## config.mk

```make
export PLATFORM = sky130hd
export DESIGN_NAME = icfir_lane
export DESIGN_NICKNAME = d
export VERILOG_FILES = /design/src/rtl/icfir_pkg.sv /design/src/rtl/icfir_lane.sv
export SDC_FILE = /design/constraint.sdc
export NUM_CORES = 1
export LEC_CHECK = 0
export ABC_AREA = 1
export BUFFER_PORTS_ARGS = -buffer_cell sky130_fd_sc_hd__buf_2
export CORE_MARGIN = 8
export CORE_UTILIZATION = 55
export DETAILED_ROUTE_END_ITERATION = 8
export GPL_ROUTABILITY_DRIVEN = 0
export HOLD_SLACK_MARGIN = 0.03
export PLACE_DENSITY_LB_ADDON = 0.08
export SYNTH_ARGS = -nofsm -noshare
export SYNTH_HDL_FRONTEND = slang
export SYNTH_SLANG_ARGS = --single-unit
export TNS_END_PERCENT = 1
```

## constraint.sdc

```tcl
create_clock -name clk -period 8.7 [get_ports clk]
set_clock_uncertainty 0.1 [all_clocks]
set_input_delay 1.305 -clock clk [delete_from_list [all_inputs] [get_ports clk]]
set_output_delay 1.305 -clock clk [all_outputs]
set_load 0.005 [all_outputs]
```

## src/rtl/icfir_pkg.sv

```systemverilog
// Shared types, widths and the output rounding function for the
// interpolated-coefficient multichannel FIR core. No dependencies.
package icfir_pkg;

  localparam int NUM_CH  = 8;   // channel fields carried by one tap request
  localparam int LANES   = 8;   // channel lanes built in hardware, 1..8
  localparam int COEF_W  = 18;
  localparam int FRAC_W  = 16;
  localparam int SMP_W   = 16;
  localparam int OUT_W   = 16;
  localparam int PROD_W  = COEF_W + SMP_W;
  localparam int ACC_W   = 48;
  localparam int CNT_W   = 4;

  localparam int IN_BITS  = 2 * COEF_W + FRAC_W + NUM_CH * SMP_W;
  localparam int IN_W     = ((IN_BITS + 7) / 8) * 8;
  localparam int OUT_DW   = NUM_CH * OUT_W;
  localparam int SMP_LSB  = 2 * COEF_W + FRAC_W;

  localparam int ADDR_W   = 3;
  localparam logic REG_CHANNEL_COUNT = 1'b0;   // register index decoded from paddr[2]
  localparam logic [CNT_W-1:0] CHANNEL_COUNT_RST = CNT_W'(1);

  typedef struct packed {
    logic valid;
    logic last;
  } ctrl_t;

  typedef logic signed [ACC_W-1:0] acc_arr_t [LANES];

  // Add one half LSB of Q1.15, floor-shift by 16 and saturate to 16 bits.
  function automatic logic signed [OUT_W-1:0] round_sat(input logic signed [ACC_W-1:0] a);
    logic signed [ACC_W:0]    t;
    logic signed [ACC_W-16:0] r;
    t = (ACC_W+1)'(a) + (ACC_W+1)'(32768);
    r = t[ACC_W:16];
    if (r > (ACC_W-15)'(32767)) begin
      round_sat = 16'sh7fff;
    end else if (r < -(ACC_W-15)'(32768)) begin
      round_sat = 16'sh8000;
    end else begin
      round_sat = r[OUT_W-1:0];
    end
  endfunction

endpackage

```

## src/rtl/icfir_lane.sv

```systemverilog
// One channel lane: sample times coefficient, then a 48-bit wrapping
// accumulator that is dumped and cleared on the last tap. Depends on icfir_pkg.
module icfir_lane import icfir_pkg::*; (
  input  logic                     clk,
  input  logic                     rst,
  input  logic                     en,
  input  ctrl_t                    ctrl_c,
  input  ctrl_t                    ctrl_p,
  input  logic signed [COEF_W-1:0] coef,
  input  logic signed [SMP_W-1:0]  sample,
  output logic signed [ACC_W-1:0]  sum
);

  logic signed [PROD_W-1:0] prod;
  logic signed [ACC_W-1:0]  acc;
  logic signed [ACC_W-1:0]  acc_next;

  assign acc_next = acc + ACC_W'(prod);

  always_ff @(posedge clk) begin
    if (en && ctrl_c.valid) begin
      prod <= PROD_W'(sample) * PROD_W'(coef);
    end
  end

  always_ff @(posedge clk) begin
    if (rst) begin
      acc <= '0;
    end else if (en && ctrl_p.valid) begin
      acc <= ctrl_p.last ? '0 : acc_next;
    end
  end

  always_ff @(posedge clk) begin
    if (en && ctrl_p.valid && ctrl_p.last) begin
      sum <= acc_next;
    end
  end

endmodule

```

==> impl_results.md <==
* Top post-synthesis cells by area: fa_1 29%, nand2_1 16%, inv_1 14%, edfxtp_1 12%, ha_1 8.3%
* Multi-input logic area at 13500 µm²
* Most common cell in the synthesized netlist: nand2_1
* Unrepaired setup endpoints after global routing: false
* Worst-Skew Late Latency at ~430 ps
* First-pass GRT wire length at 83.5 mm
* Layout fillers at ~3400
* Setup crit end kind: register
* Max-cap violation count at 0
* HPWL reported at the end of detailed placement at 42.0 mm
* Initial antenna violation count at 0
* Peak Freq at 143 MHz
* Crit path max fanout at 18
* Cell count after synthesis at 2722
* Initial Util at 55.3%
* Via/cell ratio at 5.02
* IO Port Bufs at 87
* Worst-Margin Slew at 1020 ps
* Syn Nets at between 3000 and 4000
* CP required at between 8000 and 9000 ps
* Total congestion overflow at 0
* Nets at 3223
* Status: finished clean
* Worst Hold Class: reg -> reg
* Final period util at between 80 and 90%
* YS warnings at 0
* N_diodes at 0
* Hold_buf cts at 0
* # resized after CTS at 0
* DRT iter0 DRCs at 796
* Largest net degree at the start of global routing at 51
* Die H at 207 µm
* DRT antenna net count at 0
* Slew Limit Fails at 0
* Crit path time final at ~7000 ps
* Clock slew at reported path FFs at 60 ps
* Area taken by flip-flops and latches at around 3400 µm²
* Cell taking the most area after synthesis: fa_1
* CTS Buf Count at 17
* First drt pass iteration count at 7
* Vias in the first global route at 17200
* WL final at 49.5 mm
* TritonCTS clock tree: built
* Number of flops mapped to enable cells by yosys at between 80 and 90
* Max incr delay on CP at 820 ps
* Setup_tns at 0 ps
* Wire per inst at 15.3 µm
* Most Frequent Cell on Critical Path: fa_1
* DR vias at 16300
* Synth top area share at between 20% and 30%
* Std cell rows at 70
* Share of cells above drive strength 1 at 6.50%
* Die area at 42700 µm²
* Slowest-stage cell, CP: fa_1
* Ys async rst share at 0%
* Die width at 207 µm
* Longest Clk Path Bufs at 2
* FF+latch count, synth at 130
* Core area at 36200 µm²
* CP Launch Type: input port
* Synth unique cells at 40
* Post-route DRC at 0
* Arrival time worst endpoint at 7090 ps
* Setup bufs post-CTS at 0
* IO Count at 89
* Netlist Area Pre-Place at 20000 µm²
* Crit-path leading delay family: adder cells
* Seq/Total Area, Yosys at 17.1%
* Layout Area Growth over Synthesis at 6.87%
* Root Buffer: clkbuf_16
* Type of the worst setup path: in -> reg
* Hold Violations, Final at 0
* Synth Flop Type: edfxtp_1
* CTS sink cnt at 130
* CP bufs+invs at 5
* Cells along the critical path: buf_2 -> nand2_1 -> inv_1 -> fa_1 -> fa_1 -> inv_1 -> fa_1 -> fa_1 -> fa_1 -> fa_1 -> inv_1 -> ha_1 -> nand2_1 -> nor4_1 -> nand3_1 -> nand3_1 -> nand2_1 -> nand3_1 -> inv_1 -> nand2_1 -> nand2_1
* Final setup viols at 0
* Syn Area/Cell at 7.34 µm²
* Synth top cells by count: 837 x nand2_1, 732 x inv_1, 291 x fa_1
* Total GRT Usage at roughly 24%
* Worst rel slew slack at 32.2%
* Htree depth at 4
## cell usage in the layout (no fill, tap or decap), types with 4 or more instances in the layout
cell type / instances
xor2_1: 38
nor2_2: 17
xnor2_1: 11
nor3_1: 10
ha_1: 133
nand3b_1: 4
nor2_1: 107
nand3_1: 91
o21bai_1: 6
inv_2: 10
buf_2: 87
nor2_4: 4
buf_4: 6
a21oi_1: 109
nand4_1: 20
o21ai_0: 20
clkbuf_16: 17
or2_2: 7
dfxtp_1: 48
clkinv_2: 4
nand2_1: 836
and2_1: 31
edfxtp_1: 82
nand3_2: 5
clkbuf_1: 4
a21o_1: 5
fa_1: 291
nand2_2: 11
inv_1: 732
## kinds of logic after synthesis
kind of cell | share of synthesized area, %
AOI/OAI and AO/OA | 3.97
xor gates and xnor gates | 2.39
adders and majority gates | 37.5
buffers and inverters | 15.4
DFF | 17.1
and+or+nand+nor | 23.7
## cell type report
class / count / area share (%)
Inverter: 743 / 13.1
Clock inverter: 11 / 0.644
Multi-Input combinational cell: 1773 / 63.2
Tap cell: 468 / 2.74
Clock buffer: 21 / 2.06
Sequential cell: 130 / 16.0
Timing Repair Buffer: 93 / 2.25
## per-layer routing
| metal | up-vias | routed length [µm] | share of wire (%) | global-route usage (%) |
|---|---|---|---|---|
| met5 | - | 0 | 0 | 0 |
| met4 | 0 | 2360 | 4.8 | 11.7 |
| met3 | 118 | 2050 | 4.1 | 2.20 |
| met2 | 425 | 24400 | 49 | 44.1 |
| met1 | 7720 | 20700 | 42 | 29.3 |
| li1 | 8003 | - | - | - |
## path summary, 6_finish.rpt
check            start  cells after the start  slack (ps)  endpoint
max          sample[2]                     21        1700  prod[33]
max reg2reg    prod[0]                     11        5790   sum[32]
min reg2reg    acc[33]                      2         370   acc[33]
min            acc[33]                      2         370   acc[33]
## flip-flops by register name (all words and copies together), names as in the netlist
register / flops
acc: 48
prod: 34
sum: 48
## metrics by stage
step	area, µm²	hold WS (ps)	setup WS [ps]	util [%]	std cells
floorplan	20000	349	1780	-	2722
global placement	20800	355	1370	57.5	3207
detailed placement	20800	361	1310	57.5	3207
CTS	21400	370	1740	59.1	3239
global route	21400	389	1290	59.1	3239
finish	21400	368	1700	59.1	3239
## tightest hold or removal path: stages, from the launching register on
cell and delay (ps):
dfxtp_1 310, nand2_1 60, a21oi_1 50
Power is not shown: default switching activity piles up to over one toggle a cycle in this logic, so the estimate is an artifact.
