### src/rtl/icfir_pkg.sv
// Shared types, widths and the output rounding function for the
// interpolated-coefficient multichannel FIR core. No dependencies.
package icfir_pkg;

  localparam int NUM_CH  = 8;   // channel fields carried by one tap request
  localparam int LANES   = 8;   // channel lanes built in hardware, 1..8
  localparam int COEF_W  = 18;
  localparam int FRAC_W  = 16;
  localparam int SMP_W   = 16;
  localparam int OUT_W   = 16;
  localparam int PROD_W  = COEF_W + SMP_W;
  localparam int ACC_W   = 48;
  localparam int CNT_W   = 4;

  localparam int IN_BITS  = 2 * COEF_W + FRAC_W + NUM_CH * SMP_W;
  localparam int IN_W     = ((IN_BITS + 7) / 8) * 8;
  localparam int OUT_DW   = NUM_CH * OUT_W;
  localparam int SMP_LSB  = 2 * COEF_W + FRAC_W;

  localparam int ADDR_W   = 3;
  localparam logic REG_CHANNEL_COUNT = 1'b0;   // register index decoded from paddr[2]
  localparam logic [CNT_W-1:0] CHANNEL_COUNT_RST = CNT_W'(1);

  typedef struct packed {
    logic valid;
    logic last;
  } ctrl_t;

  typedef logic signed [ACC_W-1:0] acc_arr_t [LANES];

  // Add one half LSB of Q1.15, floor-shift by 16 and saturate to 16 bits.
  function automatic logic signed [OUT_W-1:0] round_sat(input logic signed [ACC_W-1:0] a);
    logic signed [ACC_W:0]    t;
    logic signed [ACC_W-16:0] r;
    t = (ACC_W+1)'(a) + (ACC_W+1)'(32768);
    r = t[ACC_W:16];
    if (r > (ACC_W-15)'(32767)) begin
      round_sat = 16'sh7fff;
    end else if (r < -(ACC_W-15)'(32768)) begin
      round_sat = 16'sh8000;
    end else begin
      round_sat = r[OUT_W-1:0];
    end
  endfunction

endpackage

### src/rtl/icfir_coef.sv
// Coefficient interpolation stage: coef = a + floor((b - a) * frac / 2^16).
// Depends on icfir_pkg.
module icfir_coef import icfir_pkg::*; (
  input  logic                     clk,
  input  logic                     en,
  input  logic signed [COEF_W-1:0] coef_a,
  input  logic signed [COEF_W-1:0] coef_b,
  input  logic        [FRAC_W-1:0] frac,
  output logic signed [COEF_W-1:0] coef
);

  logic signed [COEF_W:0]          diff;
  logic signed [COEF_W+FRAC_W+1:0] prod;
  logic signed [COEF_W+1:0]        step;
  logic signed [COEF_W+1:0]        coef_next;

  always_comb begin
    diff      = (COEF_W+1)'(coef_b) - (COEF_W+1)'(coef_a);
    prod      = (COEF_W+FRAC_W+2)'(diff) * (COEF_W+FRAC_W+2)'($signed({1'b0, frac}));
    step      = prod[COEF_W+FRAC_W+1:FRAC_W];
    coef_next = (COEF_W+2)'(coef_a) + step;
  end

  // The interpolated value always lies between a and b, so 18 bits hold it.
  always_ff @(posedge clk) begin
    if (en) begin
      coef <= coef_next[COEF_W-1:0];
    end
  end

endmodule

### config.mk
export PLATFORM = sky130hd
export DESIGN_NAME = icfir_coef
export DESIGN_NICKNAME = d
export VERILOG_FILES = /design/src/rtl/icfir_pkg.sv /design/src/rtl/icfir_coef.sv
export SDC_FILE = /design/constraint.sdc
export NUM_CORES = 1
export LEC_CHECK = 0
export BUFFER_PORTS_ARGS = -buffer_cell sky130_fd_sc_hd__buf_2
export CAP_MARGIN = 15
export CORE_ASPECT_RATIO = 0.75
export CORE_UTILIZATION = 33
export CTS_BUF_LIST = sky130_fd_sc_hd__clkbuf_8 sky130_fd_sc_hd__clkbuf_16
export CTS_CLUSTER_DIAMETER = 120
export DETAILED_ROUTE_END_ITERATION = 7
export MAX_ROUTING_LAYER = met4
export PLACE_DENSITY = 0.57
export SYNTH_ARGS = -nofsm -noshare
export SYNTH_HDL_FRONTEND = slang
export SYNTH_SLANG_ARGS = --single-unit
### constraint.sdc
create_clock -name clk -period 12.8 [get_ports clk]
set_input_delay 0.64 -clock clk [delete_from_list [all_inputs] [get_ports clk]]
set_output_delay 0.64 -clock clk [all_outputs]
set_load 0.01 [all_outputs]
==> results of run 1 <==
==> cells in the mapped netlist (all sizes together), types with 12 or more instances <==
cell type  count  area (um^2)
inv          400         1501
o21ai         25        136.4
xnor2         43        384.1
edfxtp        18        540.5
nand3         17        85.08
a21oi         30        157.7
xor2          12        105.1
a21o          14        105.1
fa           295         5906
nor2          29        108.9
nor2b         16        100.1
nor3          17        96.35
and2         113        706.9
ha           119         1489
clkbuf        34        127.6
buf           14        85.08
nand2        169        634.4
==> through the flow <==
step / setup slack [ps] / hold WS, ps / std cells / utilization [%]
floorplan: 3440 / 752.5 / 1461 / -
global placement: 2521 / 962.6 / 2002 / 36.03
detailed placement: 2349 / 982.4 / 2002 / 36.03
CTS: 2587 / 722.5 / 2006 / 36.23
global route: 1832 / 729.2 / 2009 / 36.25
finish: 2548 / 717.6 / 2009 / 36.25
==> final cells by class <==
cell class,count,area [um^2]
clock inverters,1,3.754
inverters,400,1501
diodes,3,7.507
multi-input cells,995,10840
repair buffers,77,400.4
flip-flops and latches,18,540.5
well taps,512,640.6
clock buffers,3,75.07
fillers,3986,24630
==> worst max-delay path, delay by kind of cell <==
family	cells	cell delay (ps)
fa+ha+maj	10	4300
compound gates	13	2710
simple gates	7	1790
xor+xnor	3	430
buf+inv	6	340
==> metal layers <==
| metal | up-vias | routed length (um) |
|---|---|---|
| li1 | 4395 | - |
| met1 | 4752 | 16870 |
| met2 | 254 | 13730 |
| met3 | 22 | 2163 |
| met4 | 0 | 291 |
| met5 | - | 0 |
==> cell families (layout without fill, tap and decap cells) <==
kind of cell,Yosys count,after routing,share of synthesized area (%)
AOI/OAI and AO/OA,112,112,5.909
buffers and inverters,448,481,13.14
other,0,3,0
and+or+nand+nor,412,412,16.20
adders and majority gates,414,414,56.70
DFF,18,18,4.144
muxes,2,2,0.1535
xor gates and xnor gates,55,55,3.751
==> how the worst max path moves through the flow <==
stage                   start       end  slack, ps
floorplan           coef_b[0]  coef[17]       3440
global placement    coef_b[0]  coef[17]       2520
detailed placement  coef_b[0]  coef[17]       2350
CTS                 coef_b[0]  coef[17]       2590
global route        coef_b[0]  coef[17]       1830
finish              coef_b[0]  coef[17]       2550
==> placed cells by master, fill, tap and decap left out, drive strengths merged, types with 8 or more instances in the layout <==
cell type / count
nor3: 17
nor2: 29
nor2b: 16
xor2: 12
a21oi: 30
edfxtp: 18
fa: 295
a21o: 14
buf: 77
nand2b: 9
xnor2: 43
nand2: 169
o21ai: 25
ha: 119
and2: 113
inv: 400
nand3: 17
nand3b: 11
o211ai: 8
and3: 11
==> reports/results.txt, run 1 <==
The run finished with clean final reports. The register bit count reported by yosys works out to 18. The max-slew headroom at the worst pin was 25.62%. For this run, the top clock speed supported by timing is 0.09754 GHz. Pin count of the biggest net entering global routing: 21. Met1 routing resource usage after global routing: 26.62%.

The number of hold buffers added after cts was 0. At the worst endpoint, the arrival time is 10,250 ps. The number of buffers inserted by port buffering is 71, and the setup fix buffers added after clock tree synthesis is 0.

Summed over all nets, the half-perimeter wirelength after detailed placement is 27,340 um. For this run, global-route usage on met3 was measured as 2.543%. The first routing iteration left 514 violations.

Counting along the longest clock path gives a buffer depth of 2. The number of top-level pins was 72. The number of rows created at floorplan was 62. In this run the remaining antenna-violating nets after routing total 0. Setup repair after global routing left no endpoint under its margin. Detailed routing inserted a total of 9,423 vias. The tool flagged a number of max-cap violations equal to 0. The final layout contains routed wiring with a total length of 33,050 um. The per-instance average area after synthesis is 8.927 um^2, and the final design area excluding fillers is 14,000 um^2. The run gives 18 as the total clock sinks. The floorplan step defined a die boundary enclosing 40,330 um^2. In the final routed layout, each cell accounts on average for 16.45 um. After synthesis, flip-flops and latches occupy 4.144% of the total area. The first-pass iteration count of the detailed router is 5, and the number of gates resized after CTS is 0. For this run, the leading register cell type out of synthesis is sky130_fd_sc_hd__edfxtp_1.

Counting stages on the worst path, the most repeated cell is sky130_fd_sc_hd__fa_1. Final count of pins violating max slew: 0. The tools report the number of buffers inserted during clock tree synthesis as 3.

The highest-utilization routing layer at the global route stage is met1. The total count of hold-check failures in the final report is 0. The transition time at the pin with the least slew margin works out to 1110 ps. The type of origin of the critical path is an input pin. In the global route stage, overall resource usage came out at 17.48%.

The run gives 3 as the number of antenna violations at the first check in global routing. The synthesized net count was 1,929. The number of H-tree levels is 1, and the worst hold path cell count is 2. In this design, the stage delay of the slowest critical-path cell is 750 ps. The worst hold path begins at coef_a[0]. The register with the most flip-flops in the layout has 18 of them. The die is 174.2 um tall.

The total negative setup slack came out at 0 ps. For the layout net count, the log shows 1,963. In the final layout, the share of cells above drive strength 1 is 7.296%.

The mapped netlist covers 13,040 um^2. Core outline area: 38,630 um^2. For this design, the slowest cell found on the critical path is sky130_fd_sc_hd__nor2_2. The largest registers in the layout are coef (18). TritonCTS built the clock tree.

The run gives 61 as the number of distinct library cell variants in the gate-level netlist after synthesis. The tools report the critical path capture point type as a flip-flop. Once the floorplan was initialized, standard cells occupied 33.76% of the core. The die extent in x was 231.6 um; the clock-pin slew on the worst setup and hold paths was 60 ps. For this run, design rule violations remaining after detail routing come to 0. The time the worst path needs with I/O delays and setup was 10,250 ps. The critical path is of the input pin to flip-flop type. The register containing the most flip-flops in the final layout is coef.

The area growth from synthesis to layout is 7.377%. Root buffer selected by CTS: sky130_fd_sc_hd__clkbuf_16. The first-pass GRT wire length is 54,050 um, and the endpoint required time on the critical path is 12,800 ps. For the synthesized instance count, the log shows 1,461.

Yosys mapped a number of flops with a built-in enable equal to 18. Setup violations remaining at the end of the flow were counted as 0. Summed over all layers, the global routing overflow is 0. After detailed placement, the total cell area comes to 13,920 um^2. The kind of path behind the tightest hold check was input pin to flip-flop.

The maximum fanout along the worst path works out to 16. In the finished design, the share of the clock period the worst path needs comes to 80.09%. The logs give 0 for the total number of yosys warnings and 25.07% for the global-route met2 utilization. The congestion estimate from routability-driven global placement came to 0.8634. After synthesis, the share of flip-flops with an asynchronous set or reset is 0%. The worst-case hold path end point was coef[0]. The run gives 10,000 as the number of global-route vias before repair. Using the TritonRoute via totals, the vias-per-cell ratio works out to 4.690.
Power of run 1 is not shown: default switching activity piles up to over one toggle a cycle in this logic, so the estimate is an artifact.
==> run 2: changes to the inputs <==
==> constraint.sdc (replaced) <==
create_clock -name clk -period 9.9 [get_ports clk]
set_input_delay 0.495 -clock clk [delete_from_list [all_inputs] [get_ports clk]]
set_output_delay 0.495 -clock clk [all_outputs]
set_load 0.01 [all_outputs]
==> run 2 against run 1 <==
Effect of this change:
- global-route usage is 0.21 points higher
- critical endpoint unchanged
- largest cell class unchanged
- worst setup slack worse by 2100 ps
- die area did not move
- highest routed layer unchanged
==> reports/results.txt, run 2 (synthesis results as in run 1) <==
In the final layout, the registers with the most flip-flops are coef (18). Max-cap violations in this run came to 0. In the routed layout, each cell is associated on average with a via count of 4.690. The maximum cell stage delay along the critical path was 580 ps.

For the worst setup path, the data arrival time is 9470 ps. The critical path class was input pin to flip-flop. At the pin with the least slew margin, the transition time is 647.5 ps. Most frequent standard cell in the layout excluding fill and tap cells: sky130_fd_sc_hd__inv_1. The finished cells cover 14,390 um^2. The die boundary height came out at 174.2 um. For hold timing, the worst endpoint is coef[0]. In this run the horizontal extent of the chip is 231.6 um.

The first-pass iteration count of the detailed router is 5, and the core outline area is 38,630 um^2. The average wire per cell in the routed design works out to 16.43 um. The flow ran to the end, and the final reports show no timing, DRC or antenna violations. After detailed routing, the total wire length is 33,720 um. The number of vias in the routed layout is 9,624.

In the global route stage, overall resource usage came out at 17.69%. The endpoint required time on the critical path was 9890 ps. Number of H-tree levels: 1. The tree is rooted in a sky130_fd_sc_hd__clkbuf_16. Once placement finished, the instance area stood at 14,150 um^2. The run gives 541 as the number of DRC markers in iteration 0.

The tools report the critical path capture point type as a flip-flop. The run gives 54,500 um as the first-pass GRT wire length. The startpoint identified for the worst hold timing path is coef_a[0]. The routed design could run at a clock period as short as 9477 ps. In the layout the commonest cells are sky130_fd_sc_hd__inv_1 (400), sky130_fd_sc_hd__fa_1 (294), sky130_fd_sc_hd__nand2_1 (169). The standard cell with the maximum stage delay on the critical path was sky130_fd_sc_hd__fa_1. Clock-pin slew was measured on the worst setup and hold paths at 60 ps. The detailed-route DRC error count was 0; the number of top-level pins was 72. The die covers 40,330 um^2.

The number of antenna-violating nets in the routed design was 0. At the end of the flow, the number of nets in the layout was 2,007. The final count of pins violating max slew came out at 0. The number of antenna violations at the first check in global routing is 2, and the starting density of the core is 33.76%.

Global routing consumed, on the met3 layer, 2.051% of the routing resources. The total clock sinks is 18. The share of the clock period used by the worst path after layout is 95.73%, and the worst hold path cell count is 2. Port buffering added 71 buffers.

In this run the most used layer during global routing was met1. The tools report the max-slew headroom at the worst pin as 56.83%. In this run the worst path has a maximum fanout of 7.

TritonCTS built the clock tree. The type of origin of the critical path was an input pin. The run gives 27.60% as the met1 routing resource usage after global routing.

In this run the core area contains 62 standard-cell rows. Entering global routing, the biggest net connects 21 pins. After global routing the overflow that remains totals 0.

The run gives 0.8855 as the placer's final routability congestion estimate. The tools report the maximum clock insertion buffer count as 2. The number of global-route vias before repair was 10,100. The total count of hold-check failures in the final report was 0. The kind of path behind the tightest hold check was input pin to flip-flop. The register with the most flip-flops in the layout has 18 of them.

In the final layout, the share of cells above drive strength 1 is 10.01%. coef holds more flip-flops than any other register. Timing would allow up to 0.1055 GHz. In the global route stage, met2 resource usage came out at 25.27%. For the final number of setup-violating endpoints, the log shows 0. In this run, CTS created clock tree buffers numbering 3. The detailed placement HPWL is 28,630 um, and the synthesis-to-layout area growth is 10.36%.
==> run 2: metal layers <==
| metal | routed length [um] | up-vias |
|---|---|---|
| met5 | 0 | - |
| met4 | 160 | 0 |
| met3 | 2200 | 16 |
| met2 | 14080 | 245 |
| met1 | 17280 | 4873 |
| li1 | - | 4490 |
==> run 2: timing repair <==
action                     CTS  global route
resized for setup            0            21
setup buffers                0             9
setup endpoints to repair    0             7
hold buffers                 0             0
==> run 2: through the flow <==
step | hold slack, ps | instances | setup slack, ps | TNS (ps) | utilization (%)
4_1_cts | 583.3 | 2041 | 121.4 | 0 | 36.82
3_5_place_dp | 843.0 | 2037 | -132.2 | -132.2 | 36.62
6_report | 581.3 | 2052 | 422.9 | 0 | 37.26
5_1_grt | 595.2 | 2052 | -17.68 | -17.68 | 37.26
2_1_floorplan | 607.5 | 1461 | 684.9 | 0 | -
3_3_place_gp | 812.6 | 2037 | 27.85 | 0 | 36.62
==> run 2: worst max-delay path by stage <==
stage / from / endpoint / slack (ps) / cells past startpoint
6_report: coef_b[0] / coef[17] / 420 / 41
5_1_grt: coef_b[0] / coef[17] / -20 / 42
4_1_cts: coef_b[0] / coef[17] / 120 / 43
3_5_place_dp: coef_b[0] / coef[17] / -130 / 43
3_3_place_gp: coef_b[0] / coef[17] / 30 / 41
2_1_floorplan: coef_b[0] / coef[17] / 680 / 41
==> run 2: area by class of cell <==
class / count / area (um^2)
tap: 512 / 640.6
inverter: 400 / 1501
sequential: 18 / 540.5
clock buffer: 3 / 75.07
antenna: 2 / 5.005
fill: 3931 / 24240
timing repair buffer: 121 / 750.7
clock inverter: 1 / 3.754
multi-input combinational: 995 / 10880
==> run 2: critical path, delay by kind of cell <==
family	cells	cell delay, ps
AOI/OAI and AO/OA	13	2560
xor gates and xnor gates	4	620
adders and majority gates	10	4200
buffers and inverters	8	580
and+or+nand+nor	6	990
Power of run 2 is left out for the same reason.
