--- src/rtl/icfir_pkg.sv ---
// Shared types, widths and the output rounding function for the
// interpolated-coefficient multichannel FIR core. No dependencies.
package icfir_pkg;

  localparam int NUM_CH  = 8;   // channel fields carried by one tap request
  localparam int LANES   = 8;   // channel lanes built in hardware, 1..8
  localparam int COEF_W  = 18;
  localparam int FRAC_W  = 16;
  localparam int SMP_W   = 16;
  localparam int OUT_W   = 16;
  localparam int PROD_W  = COEF_W + SMP_W;
  localparam int ACC_W   = 48;
  localparam int CNT_W   = 4;

  localparam int IN_BITS  = 2 * COEF_W + FRAC_W + NUM_CH * SMP_W;
  localparam int IN_W     = ((IN_BITS + 7) / 8) * 8;
  localparam int OUT_DW   = NUM_CH * OUT_W;
  localparam int SMP_LSB  = 2 * COEF_W + FRAC_W;

  localparam int ADDR_W   = 3;
  localparam logic REG_CHANNEL_COUNT = 1'b0;   // register index decoded from paddr[2]
  localparam logic [CNT_W-1:0] CHANNEL_COUNT_RST = CNT_W'(1);

  typedef struct packed {
    logic valid;
    logic last;
  } ctrl_t;

  typedef logic signed [ACC_W-1:0] acc_arr_t [LANES];

  // Add one half LSB of Q1.15, floor-shift by 16 and saturate to 16 bits.
  function automatic logic signed [OUT_W-1:0] round_sat(input logic signed [ACC_W-1:0] a);
    logic signed [ACC_W:0]    t;
    logic signed [ACC_W-16:0] r;
    t = (ACC_W+1)'(a) + (ACC_W+1)'(32768);
    r = t[ACC_W:16];
    if (r > (ACC_W-15)'(32767)) begin
      round_sat = 16'sh7fff;
    end else if (r < -(ACC_W-15)'(32768)) begin
      round_sat = 16'sh8000;
    end else begin
      round_sat = r[OUT_W-1:0];
    end
  endfunction

endpackage

--- src/rtl/icfir_merge.sv ---
// Merging stage: rounds and saturates each lane's sum, zeroes inactive
// channels and holds the packed result request. Depends on icfir_pkg.
module icfir_merge import icfir_pkg::*; (
  input  logic              clk,
  input  logic              rst,
  input  logic              en,
  input  logic              sum_valid,
  input  logic [CNT_W-1:0]  channel_count,
  input  acc_arr_t          sums,
  output logic              out_valid,
  output logic [OUT_DW-1:0] out_data
);

  logic [OUT_DW-1:0] data_next;

  always_comb begin
    data_next = '0;
    for (int k = 0; k < LANES; k++) begin
      if (CNT_W'(k) < channel_count) begin
        data_next[k*OUT_W +: OUT_W] = round_sat(sums[k]);
      end
    end
  end

  always_ff @(posedge clk) begin
    if (rst) begin
      out_valid <= 1'b0;
    end else if (en) begin
      out_valid <= sum_valid;
    end
  end

  always_ff @(posedge clk) begin
    if (en && sum_valid) begin
      out_data <= data_next;
    end
  end

endmodule

--- config.mk ---
export PLATFORM = sky130hd
export DESIGN_NAME = icfir_merge
export DESIGN_NICKNAME = d
export VERILOG_FILES = /design/src/rtl/icfir_pkg.sv /design/src/rtl/icfir_merge.sv
export SDC_FILE = /design/constraint.sdc
export NUM_CORES = 1
export LEC_CHECK = 0
export BUFFER_PORTS_ARGS = -buffer_cell sky130_fd_sc_hd__buf_2
export CORE_AREA = 2 2 204 206
export CTS_BUF_LIST = sky130_fd_sc_hd__clkbuf_2 sky130_fd_sc_hd__clkbuf_4 sky130_fd_sc_hd__clkbuf_8
export DETAILED_ROUTE_END_ITERATION = 6
export DIE_AREA = 0 0 206 208
export PLACE_DENSITY = 0.5
export REMOVE_ABC_BUFFERS = 1
export SLEW_MARGIN = 25
export SYNTH_ARGS = -nofsm -noshare
export SYNTH_HDL_FRONTEND = slang
export SYNTH_SLANG_ARGS = --single-unit
--- constraint.sdc ---
create_clock -name clk -period 7.9 [get_ports clk]
set_clock_uncertainty 0.1 [all_clocks]
set_input_delay 1.975 -clock clk [delete_from_list [all_inputs] [get_ports clk]]
set_output_delay 1.975 -clock clk [all_outputs]
set_load 0.005 [all_outputs]
==> results of run 1 <==
## registers in the layout (all words and copies together) (netlist names)
register   cells
out_valid      1
out_data     128
## final cells by class
type                            instances  area [sq um]
Sequential cell                       129          3860
Clock inverter                         13           121
Antenna cell                           14          35.0
Multi-Input combinational cell       1110          6980
Inverter                               34           128
Clock buffer                           18           241
Tap cell                              532           666
Fill cell                            4304         26400
Timing Repair Buffer                  412          2090
## cell usage after synthesis, types with 4 or more instances
cell type	count
mux2i_1	11
nor4_1	24
nor3_1	65
o21ai_1	75
ha_1	8
o21ai_2	10
a21oi_1	80
nand4b_1	8
or4_1	9
buf_2	7
xor2_1	88
buf_4	4
a31oi_1	16
a2111oi_0	5
nand2_1	102
or2_2	4
nand3_1	104
o22ai_1	4
nor2_1	83
or3_1	9
o211ai_1	7
or2_1	4
nand2b_1	8
and3_1	52
inv_1	32
xnor2_1	65
a41oi_1	5
a21o_1	4
a211oi_1	5
nand4_1	86
nor2b_1	8
nor4_2	6
o2111ai_1	5
nor4b_1	6
nor3b_1	11
a31o_2	5
edfxtp_1	128
clkbuf_1	31
and2_1	11
and4_1	20
nand3b_1	5
o31ai_1	5
o21ai_0	27
o21a_1	5
## report_power, final
group | internal [uW] | leakage (uW) | total [uW] | switching (uW)
Clock | 276 | 0.000186 | 571 | 295
Sequential | 814 | 0.00117 | 827 | 13.4
Combinational | 167 | 0.00372 | 413 | 247
Total | 1260 | 0.00508 | 1810 | 555
## worst max-delay path: cells and delay by family
kind / cells / cell delay [ns]
buffers and inverters: 1 / 0.12
XOR/XNOR: 1 / 0.15
AND/OR/NAND/NOR: 4 / 1.54
AO/OA/AOI/OAI: 3 / 1.08
## cell families after synthesis
| family | Yosys count |
|---|---|
| muxes | 16 |
| DFF | 129 |
| xor gates and xnor gates | 153 |
| adders and majority gates | 8 |
| AOI/OAI and AO/OA | 294 |
| buffers and inverters | 78 |
| and+or+nand+nor | 639 |
## how the worst min path moves through the flow
| stage | depth (start not counted) | to | slack (ns) | startpoint |
|---|---|---|---|---|
| global route | 2 | out_valid$_SDFFE_PP0P_ | 0.42 | out_valid$_SDFFE_PP0P_ |
| floorplan | 2 | out_valid$_SDFFE_PP0P_ | 0.38 | out_valid$_SDFFE_PP0P_ |
| detailed placement | 2 | out_valid$_SDFFE_PP0P_ | 0.38 | out_valid$_SDFFE_PP0P_ |
| global placement | 2 | out_valid$_SDFFE_PP0P_ | 0.37 | out_valid$_SDFFE_PP0P_ |
| finish | 2 | out_valid$_SDFFE_PP0P_ | 0.39 | out_valid$_SDFFE_PP0P_ |
| CTS | 2 | out_valid$_SDFFE_PP0P_ | 0.40 | out_valid$_SDFFE_PP0P_ |
## placed cells by master (no fill, tap or decap), drive strengths merged, types with 11 or more instances in the layout
| cell | n |
|---|---|
| xor2 | 88 |
| nor3b | 11 |
| a31oi | 16 |
| a21oi | 80 |
| and3 | 52 |
| inv | 34 |
| edfxtp | 128 |
| mux2i | 11 |
| and2 | 12 |
| clkbuf | 18 |
| buf | 412 |
| nor2 | 83 |
| nor3 | 66 |
| nand3 | 105 |
| and4 | 20 |
| nor4 | 30 |
| nand2 | 105 |
| o21ai | 112 |
| nand4 | 86 |
| xnor2 | 65 |
| diode | 14 |
## through the flow
step                worst slack (ns)  instances  util, %
finish                          3.10       2262     34.8
global route                    2.79       2258     34.8
CTS                             3.17       2248     34.7
detailed placement              2.62       2217     33.8
global placement                2.41       2217     33.8
floorplan                       2.37       1273        -
## metal layers
| layer | track usage, % | up-vias | routed length (microns) |
|---|---|---|---|
| li1 | - | 5874 | - |
| met1 | 22.9 | 5527 | 17500 |
| met2 | 29.6 | 361 | 18800 |
| met3 | 5.89 | 65 | 3080 |
| met4 | 5.69 | 18 | 789 |
| met5 | 0 | - | 123 |
==> results.json, run 1 <==
{
  "clk_path_buf_depth": 2,
  "cp_slowest_stage_delay_ns": 0.90,
  "peakVddDrop_v": 0.0000900,
  "hold_buffers": 0,
  "synth-compound-area-share_pct": 16.5,
  "fmax_mhz": 208,
  "path_clk_slew_ns": 0.08,
  "grt_usage_pct": 18.3,
  "area_growth_pct": 26.7,
  "insertion_delay_ns": 0.47,
  "endpoint_kind": "register",
  "ys_ff_latch": 129,
  "worst_slew_margin_rel_pct": 31.2,
  "synth_fa_ha_area_share_pct": 0.898,
  "dpl_cell_area_sq_um": 13700,
  "gp_congestion": 0.914,
  "io_pins": 521,
  "critPathSlowestCell": "nor4_1",
  "antenna_found_initial": 21,
  "synth-edff-count": 128,
  "grt_pass1_vias": 11100,
  "drive_gt1_share_pct": 28.4,
  "hold_viol": 0,
  "timing_worst_setup_path_type": "input pin to register",
  "ys_async_sr_fraction_pct": 0,
  "grt_pass1_wl_microns": 61600,
  "dr.pass1.iters": 5,
  "synth_top_family_by_area": "simple AND/OR/NAND/NOR gates",
  "startpoint": "sums[167]",
  "grt_setup_unrepaired": "false",
  "synth-simple-area-share_pct": 31.5,
  "synth.area.top_cells": "edfxtp_1 34%, xor2_1 6.9%, xnor2_1 5.1%",
  "whs_ns": 0.393,
  "muxShareOfSynthArea_pct": 1.49,
  "nets": 2104,
  "final_area_sq_um": 14100,
  "crit_path_max_fanout": 15,
  "gr-total-overflow": 0,
  "tns_ns": 0,
  "powerDensity_nw_per_um2": 128,
  "ys_seq_area_share_pct": 34.7,
  "syn_inst": 1317,
  "rows": 74,
  "fin_crit_ns": 4.80,
  "p_leak_uw": 0.00508,
  "core_area_sq_um": 40600,
  "hold_path_class": "register to register",
  "cts_setup_buffers": 0,
  "r2r_start": "out_valid$_SDFFE_PP0P_",
  "dr_total_vias": 11800,
  "wirelength_microns": 40300,
  "maxCapViolCount": 0,
  "ctsRootBufferMaster": "clkbuf_8",
  "htree_levels": 4,
  "grt_max_degree": 56,
  "final_max_slew_viol_count": 0,
  "initial_core_util_pct": 27.5,
  "r2r_cells": 2,
  "fin_crit_sh_pct": 60.8,
  "antenna_left": 0,
  "vias_per_cell": 5.24,
  "yosysTopAreaCell": "edfxtp_1",
  "status": "complete, no violations",
  "cp-start-kind": "input pin",
  "final-setup-viol-count": 0,
  "required_ns": 7.98,
  "synth-main-ff-cell": "edfxtp_1",
  "reg2reg_slack_ns": 7.21,
  "cp-endpoint": "out_data[65]$_SDFFCE_PP0P_",
  "drc": 0,
  "fp.dieW_microns": 206,
  "path_cells": "buf_2, nand3_1, nor4_1, nand3_1, nor2_1, xnor2_1, o2111ai_1, o21ai_1, o21ai_1",
  "tightestPinTransition_ns": 1.02,
  "cp_data_arrival_time_ns": 4.88,
  "die_area_sq_um": 42800,
  "cts_tree": "done",
  "post_drt_wl_per_cell_microns": 17.8,
  "yosysUniqueCellTypes": 82,
  "p_total_uw": 1810,
  "timing.rr.end": "out_valid$_SDFFE_PP0P_",
  "cts-resized-gates": 0,
  "dp_hpwl_microns": 32400,
  "synth_area_sq_um": 11100,
  "cts.sinks": 129,
  "io_buffers": 400,
  "netlist.area_leader.share_pct": 34.5,
  "synth_xor_area_share_pct": 12.0,
  "die_y_microns": 208,
  "synth.avg_cell_area_sq_um": 8.46,
  "drtIter0Drc": 612,
  "yosys_warnings": 0,
  "cts_made_buffers": 17
}
Power figures use the tool's default switching activity.
==> inputs of run 2 (changes only) <==
--- a/config.mk
+++ b/config.mk
@@ -6,11 +6,11 @@
 export NUM_CORES = 1
 export LEC_CHECK = 0
 export BUFFER_PORTS_ARGS = -buffer_cell sky130_fd_sc_hd__buf_2
-export CORE_AREA = 2 2 204 206
+export CORE_AREA = 2 2 205 207
 export CTS_BUF_LIST = sky130_fd_sc_hd__clkbuf_2 sky130_fd_sc_hd__clkbuf_4 sky130_fd_sc_hd__clkbuf_8
 export DETAILED_ROUTE_END_ITERATION = 6
-export DIE_AREA = 0 0 206 208
-export PLACE_DENSITY = 0.5
+export DIE_AREA = 0 0 207 209
+export PLACE_DENSITY = 0.51
 export REMOVE_ABC_BUFFERS = 1
 export SLEW_MARGIN = 25
 export SYNTH_ARGS = -nofsm -noshare
==> constraint.sdc (replaced) <==
create_clock -name clk -period 4.1 [get_ports clk]
set_clock_uncertainty 0.1 [all_clocks]
set_input_delay 1.025 -clock clk [delete_from_list [all_inputs] [get_ports clk]]
set_output_delay 1.025 -clock clk [all_outputs]
set_load 0.005 [all_outputs]
==> run 2 against run 1 <==
Register-to-register slack lost 3.8 ns. First-iteration DRC count grew 11%. Total power grew 91%. Die area grew 0.97%. Hold slack gained 0.014 ns. Via count grew 1.7%. Sequential share of layout area shrank 0.61 points. Clock power grew 86%. Setup slack lost 2.5 ns. Count of clock-buffer cells in the layout grew 7.
==> results.json, run 2 (synthesis gave the netlist of run 1 again) <==
{
  "drtIter0Drc": 679,
  "timing_worst_setup_path_type": "input pin to register",
  "crit_family": "simple AND/OR/NAND/NOR gates",
  "final_cell_mix": "400 x buf_2, 128 x edfxtp_1, 104 x nand3_1, 102 x nand2_1, 88 x xor2_1",
  "r2r_cells": 2,
  "fin_crit_sh_pct": 85.6,
  "dr_total_vias": 12000,
  "antenna_found_initial": 16,
  "routedLengthMet1_microns": 18100,
  "reg_top3": "out_data: 128 flops, out_valid: 1 flops",
  "peakVddDrop_v": 0.000221,
  "reg2reg_slack_ns": 3.41,
  "routed-wl-met3_microns": 2690,
  "cts.sinks": 129,
  "n_fill_cell": 4424,
  "hold_buffers": 0,
  "io_pins": 521,
  "grt_pass1_wl_microns": 62300,
  "cp_slowest_stage_delay_ns": 0.54,
  "required_ns": 4.39,
  "htree_levels": 4,
  "top_layer": "met5",
  "fin_crit_ns": 3.51,
  "endpoint_kind": "register",
  "gr-total-overflow": 0,
  "fmax_mhz": 285,
  "initial_core_util_pct": 27.0,
  "cts-resized-gates": 0,
  "die_area_sq_um": 43300,
  "wirelength_microns": 40600,
  "drc": 0,
  "hold_path_end": "out_valid$_SDFFE_PP0P_",
  "grt_max_degree": 48,
  "cts_tree": "done",
  "path_clk_slew_ns": 0.07,
  "powerDensity_nw_per_um2": 240,
  "hold_viol": 0,
  "largest_reg_flops": 128,
  "drive_gt1_share_pct": 30.2,
  "maxCapViolCount": 0,
  "whs_ns": 0.407,
  "io_buffers": 400,
  "status": "complete, no violations",
  "post_drt_wl_per_cell_microns": 17.6,
  "area_growth_pct": 29.6,
  "r2r_start": "out_valid$_SDFFE_PP0P_",
  "holdCritStartpoint": "out_valid$_SDFFE_PP0P_",
  "crit_path_max_fanout": 15,
  "p_leak_uw": 0.00529,
  "final-setup-viol-count": 0,
  "path_cells": "buf_2, nand2_2, or4_1, or4_1, or3_1, a2111oi_1, a21o_1, nand2_2, o21ai_1",
  "hold_path_class": "register to register",
  "tns_ns": 0,
  "crit_buf_inv": 1,
  "min_path_cells": 2,
  "die_y_microns": 209,
  "core_area_sq_um": 41300,
  "timing.rr.end": "out_valid$_SDFFE_PP0P_",
  "ctsRootBufferMaster": "clkbuf_8",
  "cts_made_buffers": 17,
  "grt_pass1_vias": 11400,
  "grt_usage_pct": 18.4,
  "regMostFlops": "out_data",
  "worst_slew_margin_rel_pct": 42.5,
  "clk_path_buf_depth": 2,
  "grt_setup_unrepaired": "false",
  "final_max_slew_viol_count": 0,
  "final_common_cell": "buf_2",
  "dr.pass1.iters": 5,
  "cp_data_arrival_time_ns": 3.80,
  "gp_congestion": 0.932,
  "critPathSlowestCell": "or4_1",
  "cts_setup_buffers": 0,
  "rows": 75,
  "met2WireLength_microns": 18900,
  "cp-start-kind": "input pin",
  "fp.dieW_microns": 207,
  "insertion_delay_ns": 0.54,
  "nets": 2146,
  "vias_per_cell": 5.22,
  "antenna_left": 0,
  "tightestPinTransition_ns": 0.863,
  "dp_hpwl_microns": 32600
}
## run 2: cell types whose count changed in the layout (fill, tap and decap cells not counted), sizes merged
cell | previous run | this run
diode | 14 | 10
clkinvlp | 2 | 1
clkbuf | 18 | 25
clkinv | 9 | 6
buf | 412 | 454
bufinv | 2 | 0
## run 2: how the worst max path moves through the flow
stage	end	cells past startpoint	slack (ns)	startpoint
finish	out_data[49]$_SDFFCE_PP0P_	9	0.59	sums[230]
global route	out_data[89]$_SDFFCE_PP0P_	10	0.43	sums[118]
CTS	out_data[49]$_SDFFCE_PP0P_	9	0.63	sums[230]
detailed placement	out_data[49]$_SDFFCE_PP0P_	9	-0.003	sums[230]
global placement	out_data[43]$_SDFFCE_PP0P_	9	0.03	sums[257]
floorplan	out_data[0]$_SDFFCE_PP0P_	1	-0.48	sum_valid
## run 2: layer usage
layer  vias to the layer above  global-route usage [%]
met5                         -                       0
met4                        12                    7.00
met3                        54                    5.91
met2                       368                    29.1
met1                      5663                    23.3
li1                       5948                       -
## run 2: worst min-delay path, stage by stage (launching register included)
cell	delay, ns
dfxtp_1	0.33
a21oi_1	0.06
nor2_1	0.08
## run 2: report_power, final
group	leakage [uW]	switching [uW]	internal (uW)
registers	0.00117	25.5	1570
clock network	0.000188	573	484
logic	0.00393	479	335
## run 2: layout make-up
cell class	instances	area, sq um	share of cell area (%)
repair buffers	454	2440	16.9
inverters	34	128	0.883
clock inverters	7	41.3	0.286
well taps	539	674	4.67
multi-input cells	1110	6970	48.2
clock buffers	25	307	2.12
diodes	10	25.0	0.173
flip-flops and latches	129	3860	26.7
## run 2: stage by stage
| stage | instance area [sq um] | setup WS [ns] | cells | utilization [%] | total power, uW |
|---|---|---|---|---|---|
| floorplan | 10900 | -0.477 | 1273 | - | 1960 |
| global placement | 14100 | 0.0274 | 2266 | 34.1 | 2430 |
| detailed placement | 14100 | -0.00280 | 2266 | 34.1 | 2440 |
| CTS | 14400 | 0.633 | 2298 | 34.9 | 3530 |
| global route | 14400 | 0.433 | 2305 | 35.0 | 3670 |
| finish | 14500 | 0.592 | 2308 | 35.0 | 3460 |
==> inputs of run 3 (changes only) <==
--- a/config.mk
+++ b/config.mk
@@ -7,7 +7,7 @@
 export LEC_CHECK = 0
 export BUFFER_PORTS_ARGS = -buffer_cell sky130_fd_sc_hd__buf_2
 export CORE_AREA = 2 2 205 207
-export CTS_BUF_LIST = sky130_fd_sc_hd__clkbuf_2 sky130_fd_sc_hd__clkbuf_4 sky130_fd_sc_hd__clkbuf_8
+export CTS_BUF_LIST = sky130_fd_sc_hd__clkbuf_2
 export DETAILED_ROUTE_END_ITERATION = 6
 export DIE_AREA = 0 0 207 209
 export PLACE_DENSITY = 0.51
==> run 3 against run 2 <==
Combinational power hardly changed. Count of clock-buffer cells in the layout fell by 2. Sequential cell count is the same.
==> results.json, run 3 (synthesis gave the netlist of run 1 again) <==
{
  "wirelength_microns": 40500,
  "cts_made_buffers": 17,
  "p_seq_share_pct": 51.1,
  "final_cell_mix": "400 x buf_2, 128 x edfxtp_1, 104 x nand3_1, 102 x nand2_1, 88 x xor2_1",
  "hold_path_class": "input pin to register",
  "cp-start-kind": "input pin",
  "grt_usage_pct": 18.3,
  "status": "complete, no violations",
  "n_fill_cell": 4443,
  "intPower_uw": 2070,
  "insertion_delay_ns": 0.95,
  "nets": 2147,
  "die_y_microns": 209,
  "clkPwrFrac_pct": 22.8,
  "tightestPinTransition_ns": 0.854,
  "final_common_cell": "buf_2",
  "grt_max_degree": 48,
  "path_clk_slew_ns": 0.18,
  "switching_share_pct": 33.7,
  "grt_setup_unrepaired": "false",
  "io_pins": 521,
  "ctsRootBufferMaster": "clkbuf_2",
  "endpoint_kind": "register",
  "clk_path_buf_depth": 2,
  "tns_ns": 0,
  "switchingPower_uw": 1050,
  "area_growth_pct": 28.2,
  "drtIter0Drc": 689,
  "antenna_found_initial": 17,
  "cts.sinks": 129,
  "largest_reg_flops": 128,
  "dr_total_vias": 12000,
  "htree_levels": 4,
  "powerDensity_nw_per_um2": 218,
  "fmax_mhz": 326,
  "grt_pass1_wl_microns": 62300,
  "regArea_sq_um": 3860,
  "crit_path_max_fanout": 15,
  "rows": 75,
  "cp_data_arrival_time_ns": 3.79,
  "regMostFlops": "out_data",
  "worst_slew_margin_rel_pct": 43.1,
  "io_buffers": 400,
  "required_ns": 4.82,
  "fin_crit_ns": 3.07,
  "grt_pass1_vias": 11300,
  "initial_core_util_pct": 27.0,
  "gp_congestion": 0.932,
  "peakVddDrop_v": 0.000182,
  "drive_gt1_share_pct": 30.1,
  "maxCapViolCount": 0,
  "die_area_sq_um": 43300,
  "final-setup-viol-count": 0,
  "hold_viol": 0,
  "timing_worst_setup_path_type": "input pin to register",
  "dr.pass1.iters": 5,
  "stdcell_count": 2314,
  "placed_cells": 2266,
  "multiInputGateArea_sq_um": 6970,
  "final_max_slew_viol_count": 0,
  "combPwrFrac_pct": 26.1,
  "post_drt_wl_per_cell_microns": 17.5,
  "fin_crit_sh_pct": 74.9,
  "cts_setup_buffers": 0,
  "drc": 0,
  "dp_hpwl_microns": 32600,
  "p_leak_uw": 0.00523,
  "vias_per_cell": 5.20,
  "core_area_sq_um": 41300,
  "reg_top3": "out_data: 128 flops, out_valid: 1 flops",
  "whs_ns": 0.276,
  "final_area_sq_um": 14300,
  "antenna_left": 0,
  "worst_slack_ns": 1.03,
  "preCtsSetupSlack_ns": -0.00280,
  "gr-total-overflow": 0,
  "fp.dieW_microns": 207,
  "cts_tree": "done",
  "dpl_cell_area_sq_um": 14100
}
==> run 3: area by class of cell <==
cell class / instances / share of cell area (%)
multi-input cells: 1110 / 48.8
flip-flops and latches: 129 / 27.0
repair buffers: 455 / 17.2
well taps: 539 / 4.72
inverters: 34 / 0.893
clock buffers: 23 / 0.806
clock inverters: 9 / 0.342
diodes: 15 / 0.263
==> run 3: power groups by stage <==
| stage | registers, uW | clock network (uW) | logic, uW |
|---|---|---|---|
| 2_1_floorplan | 1640 | 0 | 322 |
| 3_5_place_dp | 1620 | 0 | 815 |
| 3_3_place_gp | 1620 | 0 | 809 |
| 6_report | 1590 | 711 | 814 |
| 5_1_grt | 1600 | 817 | 902 |
| 4_1_cts | 1590 | 775 | 819 |
==> run 3: path summary, 6_finish.rpt <==
check	start	end	slack, ns	depth (start not counted)
max	sums[230]	out_data[49]$_SDFFCE_PP0P_	1.03	9
min	en	out_valid$_SDFFE_PP0P_	0.28	4
max reg2reg	out_valid$_SDFFE_PP0P_	out_valid$_SDFFE_PP0P_	3.40	2
min reg2reg	out_valid$_SDFFE_PP0P_	out_valid$_SDFFE_PP0P_	0.43	2
==> run 3: what timing repair did <==
item / 4_1_cts / 5_1_grt
hold buffers: 1 / 0
gates resized for setup: 0 / 0
endpoints found under the hold margin: 1 / 0
==> run 3: stage by stage <==
stage | power (uW) | utilization [%]
6_report | 3120 | 34.6
5_1_grt | 3320 | 34.6
4_1_cts | 3190 | 34.5
3_5_place_dp | 2440 | 34.1
3_3_place_gp | 2430 | 34.1
2_1_floorplan | 1960 | -
==> run 3: worst max-delay path, stage by stage <==
cell and delay (ns):
buf_2 0.14, nand2_2 0.09, or4_1 0.54, or4_1 0.46, or3_1 0.37, a2111oi_1 0.50
a21o_1 0.20, nand2_2 0.24, o21ai_1 0.23
==> run 3: per-layer routing <==
layer | up-vias | GRT usage (%) | wire length, microns
li1 | 5959 | - | -
met1 | 5663 | 23.3 | 18100
met2 | 352 | 29.1 | 18800
met3 | 51 | 5.83 | 2650
met4 | 10 | 6.77 | 840
met5 | - | 0 | 53
